File: src/rtl/skts_pkg.sv
`timescale 1ns / 1ps
package skts_pkg;

    localparam int TABLE_DEPTH = 16;
    localparam int IDX_W       = (TABLE_DEPTH > 1) ? $clog2(TABLE_DEPTH) : 1;
    localparam int CNT_W       = $clog2(TABLE_DEPTH + 1);
    localparam int KEY_W       = 32;
    localparam int TAG_W       = 16;
    localparam int POS_W       = 4;

    typedef enum logic [0:0] {
        OP_LOAD   = 1'b0,
        OP_SEARCH = 1'b1
    } op_t;

    typedef enum logic [1:0] {
        S_IDLE,
        S_SORT,
        S_SEARCH,
        S_DONE
    } state_t;

    typedef struct packed {
        logic signed [KEY_W-1:0] key;
        logic [TAG_W-1:0]        tag;
    } rec_t;

    typedef struct packed {
        logic             load_en;
        logic [IDX_W-1:0] load_idx;
        rec_t             load_rec;
        logic             sort_en;
        logic             phase;
        logic [CNT_W-1:0] count;
    } cell_ctl_t;

endpackage

File: src/rtl/skts_if.sv
`timescale 1ns / 1ps
interface skts_req_if;
    import skts_pkg::*;

    logic                    valid;
    logic                    ready;
    logic                    op;
    logic signed [KEY_W-1:0] key;
    logic [TAG_W-1:0]        record_tag;
    logic                    end_of_set;

    modport source (output valid, output op, output key, output record_tag,
                    output end_of_set, input ready);
    modport sink   (input valid, input op, input key, input record_tag,
                    input end_of_set, output ready);
endinterface

interface skts_rsp_if;
    import skts_pkg::*;

    logic             valid;
    logic             ready;
    logic             found;
    logic [POS_W-1:0] position;
    logic [TAG_W-1:0] match_tag;

    modport source (output valid, output found, output position, output match_tag,
                    input ready);
    modport sink   (input valid, input found, input position, input match_tag,
                    output ready);
endinterface

File: src/rtl/skts_cell.sv
`timescale 1ns / 1ps
module skts_cell (
    input  logic                   clk,
    input  logic                   rst_n,
    input  skts_pkg::cell_ctl_t    ctl,
    input  logic [skts_pkg::IDX_W-1:0] my_idx,
    input  skts_pkg::rec_t         left_rec,
    input  logic                   left_gt,
    input  skts_pkg::rec_t         right_rec,
    output skts_pkg::rec_t         rec,
    output logic                   gt
);
    import skts_pkg::*;

    rec_t             rec_reg;
    rec_t             rec_next;
    logic [CNT_W-1:0] idx_ext;
    logic             act_left;
    logic             act_right;

    assign idx_ext = CNT_W'(my_idx);
    assign gt      = rec_reg.key > right_rec.key;
    assign rec     = rec_reg;

    // left member of a compare pair in this phase, or right member
    assign act_left  = ctl.sort_en && (my_idx[0] == ctl.phase) &&
                       ((idx_ext + CNT_W'(1)) < ctl.count);
    assign act_right = ctl.sort_en && (my_idx != '0) && (my_idx[0] != ctl.phase) &&
                       (idx_ext < ctl.count);

    always_comb
    begin
        rec_next = rec_reg;
        if (ctl.load_en && (ctl.load_idx == my_idx))
        begin
            rec_next = ctl.load_rec;
        end
        else if (act_left && gt)
        begin
            rec_next = right_rec;
        end
        else if (act_right && left_gt)
        begin
            rec_next = left_rec;
        end
    end

    // payload only, no reset needed
    always_ff @(posedge clk)
    begin
        rec_reg <= rec_next;
    end

    logic unused_rst;
    assign unused_rst = rst_n;

endmodule

File: src/rtl/sorted_key_table_search.sv
`timescale 1ns / 1ps
// Sorted key table with binary search.
//
// req: one transfer per item. op = 0 loads a record (key, record_tag) into the
// next free slot; end_of_set on a load closes the set and sorts it. A load after
// a closed set starts a new set. Loads beyond TABLE_DEPTH records are dropped.
// op = 1 searches the closed set for key.
// rsp: one transfer per search: found, sorted position and the matching tag
// (position and tag are 0 when not found). Loads give no response.
//
// Sequence: a closing load then runs TABLE_DEPTH odd-even compare/swap passes
// along the row of cells. A search is accepted, then runs binary-search steps
// (one cell read and one 32-bit compare per cycle; a miss ends with a step
// that finds the range empty), then moves into the output register. One item
// is in work at a time.
// A response waits in the output register while rsp.ready is low; loads are
// still accepted meanwhile; a later search runs, then waits in S_DONE until it frees.
// Reset clears the entry count, the closed flag, the state and rsp.valid;
// stored records are not cleared.
module sorted_key_table_search (
    input logic  clk,
    input logic  rst_n,
    skts_req_if.sink   req,
    skts_rsp_if.source rsp
);
    import skts_pkg::*;

    state_t           state_reg, state_next;
    logic [CNT_W-1:0] count_reg, count_next;
    logic             closed_reg, closed_next;
    logic [CNT_W-1:0] pass_reg, pass_next;
    logic [CNT_W-1:0] first_reg, first_next;
    logic [CNT_W-1:0] hi_reg, hi_next;
    logic signed [KEY_W-1:0] target_reg, target_next;
    logic             hit_reg, hit_next;
    logic [POS_W-1:0] hpos_reg, hpos_next;
    logic [TAG_W-1:0] htag_reg, htag_next;
    logic             ovalid_reg, ovalid_next;
    logic             ofound_reg, ofound_next;
    logic [POS_W-1:0] opos_reg, opos_next;
    logic [TAG_W-1:0] otag_reg, otag_next;

    cell_ctl_t        ctl;
    rec_t             cell_rec [TABLE_DEPTH];
    logic             cell_gt  [TABLE_DEPTH];

    logic [CNT_W:0]   mid_sum;
    logic [CNT_W-1:0] mid_full;
    logic [IDX_W-1:0] mid;
    logic [IDX_W+POS_W-1:0] mid_ext;
    rec_t             probe;
    logic [CNT_W-1:0] base;
    logic             accept;

    genvar g;
    generate
        for (g = 0; g < TABLE_DEPTH; g++)
        begin : g_cell
            rec_t l_rec, r_rec;
            logic l_gt;
            if (g == 0)
            begin : g_first
                assign l_rec = '0;
                assign l_gt  = 1'b0;
            end
            else
            begin : g_mid_l
                assign l_rec = cell_rec[g-1];
                assign l_gt  = cell_gt[g-1];
            end
            if (g == TABLE_DEPTH - 1)
            begin : g_last
                assign r_rec = '0;
            end
            else
            begin : g_mid_r
                assign r_rec = cell_rec[g+1];
            end
            skts_cell u_cell (
                .clk       (clk),
                .rst_n     (rst_n),
                .ctl       (ctl),
                .my_idx    (IDX_W'(g)),
                .left_rec  (l_rec),
                .left_gt   (l_gt),
                .right_rec (r_rec),
                .rec       (cell_rec[g]),
                .gt        (cell_gt[g])
            );
        end
    endgenerate

    assign mid_sum  = {1'b0, first_reg} + {1'b0, hi_reg} - (CNT_W+1)'(1);
    assign mid_full = mid_sum[CNT_W:1];
    assign mid      = mid_full[IDX_W-1:0];
    assign mid_ext  = {{POS_W{1'b0}}, mid};
    assign probe    = cell_rec[mid];
    assign base     = closed_reg ? '0 : count_reg;

    assign req.ready     = (state_reg == S_IDLE);
    assign accept        = req.valid && req.ready;
    assign rsp.valid     = ovalid_reg;
    assign rsp.found     = ofound_reg;
    assign rsp.position  = opos_reg;
    assign rsp.match_tag = otag_reg;

    always_comb
    begin
        state_next  = state_reg;
        count_next  = count_reg;
        closed_next = closed_reg;
        pass_next   = pass_reg;
        first_next  = first_reg;
        hi_next     = hi_reg;
        target_next = target_reg;
        hit_next    = hit_reg;
        hpos_next   = hpos_reg;
        htag_next   = htag_reg;
        ovalid_next = ovalid_reg && !rsp.ready;
        ofound_next = ofound_reg;
        opos_next   = opos_reg;
        otag_next   = otag_reg;

        ctl.load_en      = 1'b0;
        ctl.load_idx     = base[IDX_W-1:0];
        ctl.load_rec.key = req.key;
        ctl.load_rec.tag = req.record_tag;
        ctl.sort_en      = (state_reg == S_SORT);
        ctl.phase        = pass_reg[0];
        ctl.count        = count_reg;

        case (state_reg)
            S_IDLE:
            begin
                if (accept)
                begin
                    if (op_t'(req.op) == OP_LOAD)
                    begin
                        closed_next = 1'b0;
                        count_next  = base;
                        if (base < CNT_W'(TABLE_DEPTH))
                        begin
                            ctl.load_en = 1'b1;
                            count_next  = base + CNT_W'(1);
                        end
                        if (req.end_of_set)
                        begin
                            closed_next = 1'b1;
                            pass_next   = '0;
                            state_next  = S_SORT;
                        end
                    end
                    else
                    begin
                        target_next = req.key;
                        first_next  = '0;
                        hi_next     = closed_reg ? count_reg : '0;
                        hit_next    = 1'b0;
                        hpos_next   = '0;
                        htag_next   = '0;
                        state_next  = S_SEARCH;
                    end
                end
            end
            S_SORT:
            begin
                pass_next = pass_reg + CNT_W'(1);
                if (pass_reg == CNT_W'(TABLE_DEPTH - 1))
                begin
                    state_next = S_IDLE;
                end
            end
            S_SEARCH:
            begin
                if (first_reg < hi_reg)
                begin
                    if (probe.key == target_reg)
                    begin
                        hit_next   = 1'b1;
                        hpos_next  = mid_ext[POS_W-1:0];
                        htag_next  = probe.tag;
                        state_next = S_DONE;
                    end
                    else if (probe.key > target_reg)
                    begin
                        hi_next = mid_full;
                    end
                    else
                    begin
                        first_next = mid_full + CNT_W'(1);
                    end
                end
                else
                begin
                    state_next = S_DONE;
                end
            end
            S_DONE:
            begin
                if (!ovalid_reg || rsp.ready)
                begin
                    ovalid_next = 1'b1;
                    ofound_next = hit_reg;
                    opos_next   = hpos_reg;
                    otag_next   = htag_reg;
                    state_next  = S_IDLE;
                end
            end
            default:
            begin
                state_next = S_IDLE;
            end
        endcase
    end

    always_ff @(posedge clk or negedge rst_n)
    begin
        if (!rst_n)
        begin
            state_reg  <= S_IDLE;
            count_reg  <= '0;
            closed_reg <= 1'b0;
            pass_reg   <= '0;
            ovalid_reg <= 1'b0;
        end
        else
        begin
            state_reg  <= state_next;
            count_reg  <= count_next;
            closed_reg <= closed_next;
            pass_reg   <= pass_next;
            ovalid_reg <= ovalid_next;
        end
    end

    always_ff @(posedge clk)
    begin
        first_reg  <= first_next;
        hi_reg     <= hi_next;
        target_reg <= target_next;
        hit_reg    <= hit_next;
        hpos_reg   <= hpos_next;
        htag_reg   <= htag_next;
        ofound_reg <= ofound_next;
        opos_reg   <= opos_next;
        otag_reg   <= otag_next;
    end

endmodule

File: src/flat_wrapper.sv
// flat-port wrapper written by rule: the top's interface ports become plain ports
module sorted_key_table_search_flat import skts_pkg::*;
  (clk, rst_n, req_valid, req_op, req_key, req_record_tag, req_end_of_set, req_ready, rsp_valid, rsp_found, rsp_position, rsp_match_tag, rsp_ready);
  skts_req_if req_i ();
  skts_rsp_if rsp_i ();
  input logic clk;
  input logic rst_n;
  input wire logic [$bits(req_i.valid)-1:0] req_valid;
  input wire logic [$bits(req_i.op)-1:0] req_op;
  input wire logic [$bits(req_i.key)-1:0] req_key;
  input wire logic [$bits(req_i.record_tag)-1:0] req_record_tag;
  input wire logic [$bits(req_i.end_of_set)-1:0] req_end_of_set;
  output wire logic [$bits(req_i.ready)-1:0] req_ready;
  output wire logic [$bits(rsp_i.valid)-1:0] rsp_valid;
  output wire logic [$bits(rsp_i.found)-1:0] rsp_found;
  output wire logic [$bits(rsp_i.position)-1:0] rsp_position;
  output wire logic [$bits(rsp_i.match_tag)-1:0] rsp_match_tag;
  input wire logic [$bits(rsp_i.ready)-1:0] rsp_ready;
  assign req_i.valid = req_valid;
  assign req_i.op = req_op;
  assign req_i.key = req_key;
  assign req_i.record_tag = req_record_tag;
  assign req_i.end_of_set = req_end_of_set;
  assign req_ready = req_i.ready;
  assign rsp_valid = rsp_i.valid;
  assign rsp_found = rsp_i.found;
  assign rsp_position = rsp_i.position;
  assign rsp_match_tag = rsp_i.match_tag;
  assign rsp_i.ready = rsp_ready;
  sorted_key_table_search u_core (.clk(clk), .rst_n(rst_n), .req(req_i), .rsp(rsp_i));
endmodule
File: config.mk
export PLATFORM = sky130hd
export DESIGN_NAME = sorted_key_table_search_flat
export DESIGN_NICKNAME = d
export VERILOG_FILES = /design/src/rtl/skts_pkg.sv /design/src/rtl/skts_if.sv /design/src/rtl/skts_cell.sv /design/src/rtl/sorted_key_table_search.sv /design/src/flat_wrapper.sv
export SDC_FILE = /design/constraint.sdc
export NUM_CORES = 2
export LEC_CHECK = 0
export BUFFER_PORTS_ARGS = -buffer_cell sky130_fd_sc_hd__buf_4
export CAP_MARGIN = 10
export CELL_PAD_IN_SITES_DETAIL_PLACEMENT = 0
export CELL_PAD_IN_SITES_GLOBAL_PLACEMENT = 2
export CORE_UTILIZATION = 47
export DETAILED_ROUTE_END_ITERATION = 10
export PLACE_DENSITY = 0.9
export SYNTH_ARGS = -nofsm -noshare
export SYNTH_HDL_FRONTEND = slang
export SYNTH_SLANG_ARGS = --single-unit
File: constraint.sdc
create_clock -name clk -period 8.46 [get_ports clk]
set_input_delay 0.846 -clock clk [delete_from_list [all_inputs] [get_ports clk]]
set_output_delay 0.846 -clock clk [all_outputs]
set_load 0.01 [all_outputs]
==> impl_metrics.env <==
export IMPL_postSynthAreaPerCell_um2=10.5
export IMPL_rows=131
export IMPL_routed_via_count=48700
export IMPL_synthSimpleGateAreaFrac_pct=11.0
export IMPL_clock_latency_ps=740
export IMPL_synth_largest_area_cell="edfxtp_1"
export IMPL_syn_area_mm2=0.0611
export IMPL_largest_reg_flops=768
export IMPL_cts_resized=0
export IMPL_overflow=0
export IMPL_fin_crit_ps=6480
export IMPL_synth_top_area_share_pct=41.8
export IMPL_worstRegToRegCells=15
export IMPL_syn_inst=5831
export IMPL_cts_root_buf="clkbuf_16"
export IMPL_ys_types=74
export IMPL_grt_usage_pct=32.3
export IMPL_finalHoldViolCount=0
export IMPL_setup_tns_ps=0
export IMPL_synth_seq_cells=866
export IMPL_p_total_w=0.0266
export IMPL_r2r_start="u_core.hi_reg[2]$_DFFE_PP_"
export IMPL_grt_start_max_net_pins=97
export IMPL_syn2layout_area_growth_pct=9.30
export IMPL_synth_mux_area_share_pct=14.8
export IMPL_syn_nets=6415
export IMPL_whs_path_depth=0
export IMPL_drt_pass1_iter_count=6
export IMPL_wire_per_inst_um=28.7
export IMPL_post_cts_buffers=0
export IMPL_synth_xor_area_share_pct=0.129
export IMPL_worst_slew_pin_transition_ps=1220
export IMPL_hp_class="register to register"
export IMPL_yosysWarnings=0
export IMPL_die_w_um=363
export IMPL_post_route_period_util_pct=76.7
export IMPL_cts_tree="done"
export IMPL_startpoint_type="register"
export IMPL_num_fill_cells=11300
export IMPL_min_from="u_core.htag_reg[9]$_SDFFCE_PN0P_"
export IMPL_synth_top_family_by_area="multiplexers"
export IMPL_antenna_found_initial=18
export IMPL_path_max_fanout=68
export IMPL_dp_cells=7329
export IMPL_die_h_um=363
export IMPL_slew_headroom_pct=17.5
export IMPL_min_to="u_core.rsp.match_tag[9]$_DFFE_PP_"
export IMPL_drive_gt1_share_pct=12.0
export IMPL_grt_pass1_vias=44000
export IMPL_status="finished, final reports clean"
export IMPL_synth_area_leaders="edfxtp_1, ha_1, mux4_2, a21oi_1, mux2i_1"
export IMPL_routed_wl_um=216000
export IMPL_ios=77
export IMPL_initial_utilization_pct=47.6
export IMPL_crit_path_end_kind="register"
export IMPL_worst_clock_skew_ps=22.7
export IMPL_timing_fmax_mhz=154
export IMPL_setup_viol=0
export IMPL_clkTransAtPathRegs_ps=60
export IMPL_fin_util_pct=52.1
export IMPL_crit_arrival_ps=6840
export IMPL_clock_sinks=866
export IMPL_synth_compound_area_share_pct=14.6
export IMPL_crit_type="register to register"
export IMPL_synth_edff_count=852
export IMPL_yosysSeqAreaShare_pct=42.4
export IMPL_cts_max_level=3
export IMPL_drt_iter0_markers=7137
export IMPL_dpl_hpwl_um=165000
export IMPL_layout_nets=6291
export IMPL_gp_congestion=0.963
export IMPL_stdcell_count=7525
export IMPL_vias_per_cell=6.48
export IMPL_numCtsBuffers=104
export IMPL_crit_required_ps=8820
export IMPL_core_area_mm2=0.128
export IMPL_drtAntennaViolNets=0
export IMPL_port_buffers=76
export IMPL_synth_main_ff_cell="edfxtp_1"
export IMPL_drc_errors=0
export IMPL_power_density_mw_per_mm2=399
export IMPL_regToRegEndpoint="u_core.first_reg[4]$_SDFFCE_PN0P_"
export IMPL_slew_violations=0
export IMPL_p_leak_nw=27.2
export IMPL_cap_violations=0
export IMPL_async_reset_ff_share_pct=1.62
export IMPL_reg2reg_setup_slack_ps=1980
export IMPL_grt_pass1_wl_um=312000
export IMPL_cts_path_max_buffers=3
export IMPL_ir_drop_v=0.000766
export IMPL_rsz0062_at_grt="no"
export IMPL_die_area_mm2=0.132
export IMPL_synthAdderAreaFrac_pct=10.8
worst max-delay path by stage:
stage | startpoint | to | slack [ps]
floorplan | u_core.first_reg[1]$_SDFFCE_PN0P_ | u_core.hit_reg$_DFFE_PP_ | 2990
global placement | u_core.first_reg[1]$_SDFFCE_PN0P_ | u_core.htag_reg[14]$_SDFFCE_PN0P_ | 1970
detailed placement | u_core.first_reg[1]$_SDFFCE_PN0P_ | u_core.htag_reg[14]$_SDFFCE_PN0P_ | 1930
CTS | u_core.first_reg[1]$_SDFFCE_PN0P_ | u_core.htag_reg[10]$_SDFFCE_PN0P_ | 1930
global route | u_core.first_reg[2]$_SDFFCE_PN0P_ | u_core.first_reg[4]$_SDFFCE_PN0P_ | 1720
finish | u_core.hi_reg[2]$_DFFE_PP_ | u_core.first_reg[4]$_SDFFCE_PN0P_ | 1980
routing by layer:
metal	routed length, µm	part of all wire, %	GRT usage (%)
met4	3490	1.6	6.35
met3	31200	14	9.31
met2	81800	38	41.5
met5	13	0.0060	0
met1	99300	46	52.4
power breakdown:
part | switching [W] | internal (W)
registers | 0.000787 | 0.00554
clock network | 0.00201 | 0.00285
logic | 0.00816 | 0.00729
total | 0.0110 | 0.0157
critical path, cell delays in order (launching register included):
cell and delay (ps):
edfxtp_1 360, inv_1 90, ha_1 280, xor2_1 210, ha_4 980, buf_4 500, mux4_2 550, mux4_2 470
ha_1 310, nand4_1 160, nor3_1 350, o21ai_0 220, o211ai_1 230, a211oi_1 140, mux2_2 410, o31ai_1 760
stage by stage:
stage          cell area [µm²]  setup WS [ps]  hold WS (ps)
2_1_floorplan            61100           2990           400
3_3_place_gp             63200           1970           404
3_5_place_dp             63200           1930           405
4_1_cts                  66800           1930           387
5_1_grt                  66800           1720           416
6_report                 66800           1980           416
synthesized netlist by cell type (all sizes together), types with 14 or more instances:
master / count
mux4: 240
a21oi: 630
nand2b: 16
a22o: 65
a31oi: 127
mux2: 51
nor4: 31
edfxtp: 852
a211oi: 30
nand3: 133
and3: 68
a21o: 125
nor2: 551
clkbuf: 315
mux2i: 304
and2: 28
buf: 89
nor2b: 26
dfrtp: 14
nand4: 85
a221o: 178
nor3: 86
o211ai: 41
o21ai: 87
inv: 561
ha: 530
nand2: 430
layout by cell type (no fill, tap or decap), types with 8 or more instances in the layout:
master,n
buf_4,172
and2_1,22
o21ai_0,84
edfxtp_1,852
clkbuf_16,104
and3_1,67
a211oi_1,27
nand3_1,129
o211ai_1,41
a31oi_1,127
bufinv_16,19
mux2i_1,304
or4_1,9
nor2_1,548
nor4_1,30
a21oi_1,628
mux2_2,50
ha_1,527
mux4_2,240
nand2b_1,15
nand2_2,12
clkinv_1,22
nor3_1,85
or2_2,8
nor2b_1,25
a21o_1,125
nand2_4,8
a22o_1,65
nand4_1,85
a221o_1,178
clkinvlp_4,10
clkinv_2,20
inv_1,561
clkbuf_1,10
nand2_1,410
o21bai_1,8
dfrtp_1,14
final cells by class:
class / count / area, µm² / area share, %
Antenna cell: 2 / 5.00 / 0.00749
Clock buffer: 115 / 2650 / 3.97
Clock inverter: 78 / 960 / 1.44
Inverter: 561 / 2110 / 3.15
Multi-Input combinational cell: 4000 / 31700 / 47.4
Sequential cell: 866 / 25900 / 38.8
Tap cell: 1729 / 2160 / 3.24
Timing Repair Buffer: 174 / 1320 / 1.98
what timing repair did:
action	CTS	global route
hold buffers	1	0
endpoints found under the setup margin	0	0
endpoints found under the hold margin	14	0
kinds of logic (layout without fill, tap and decap cells):
logic type               count (synthesis)  count (layout)
other                                    0               2
AND/OR/NAND/NOR                       1498            1498
AO/OA/AOI/OAI                         1368            1368
multiplexers                           595             595
flip-flops                             866             866
XOR/XNOR                                 9               9
adder cells (fa/ha/maj)                530             530
buffers and inverters                  965             928
No activity file was read; power rests on OpenSTA's default activity.
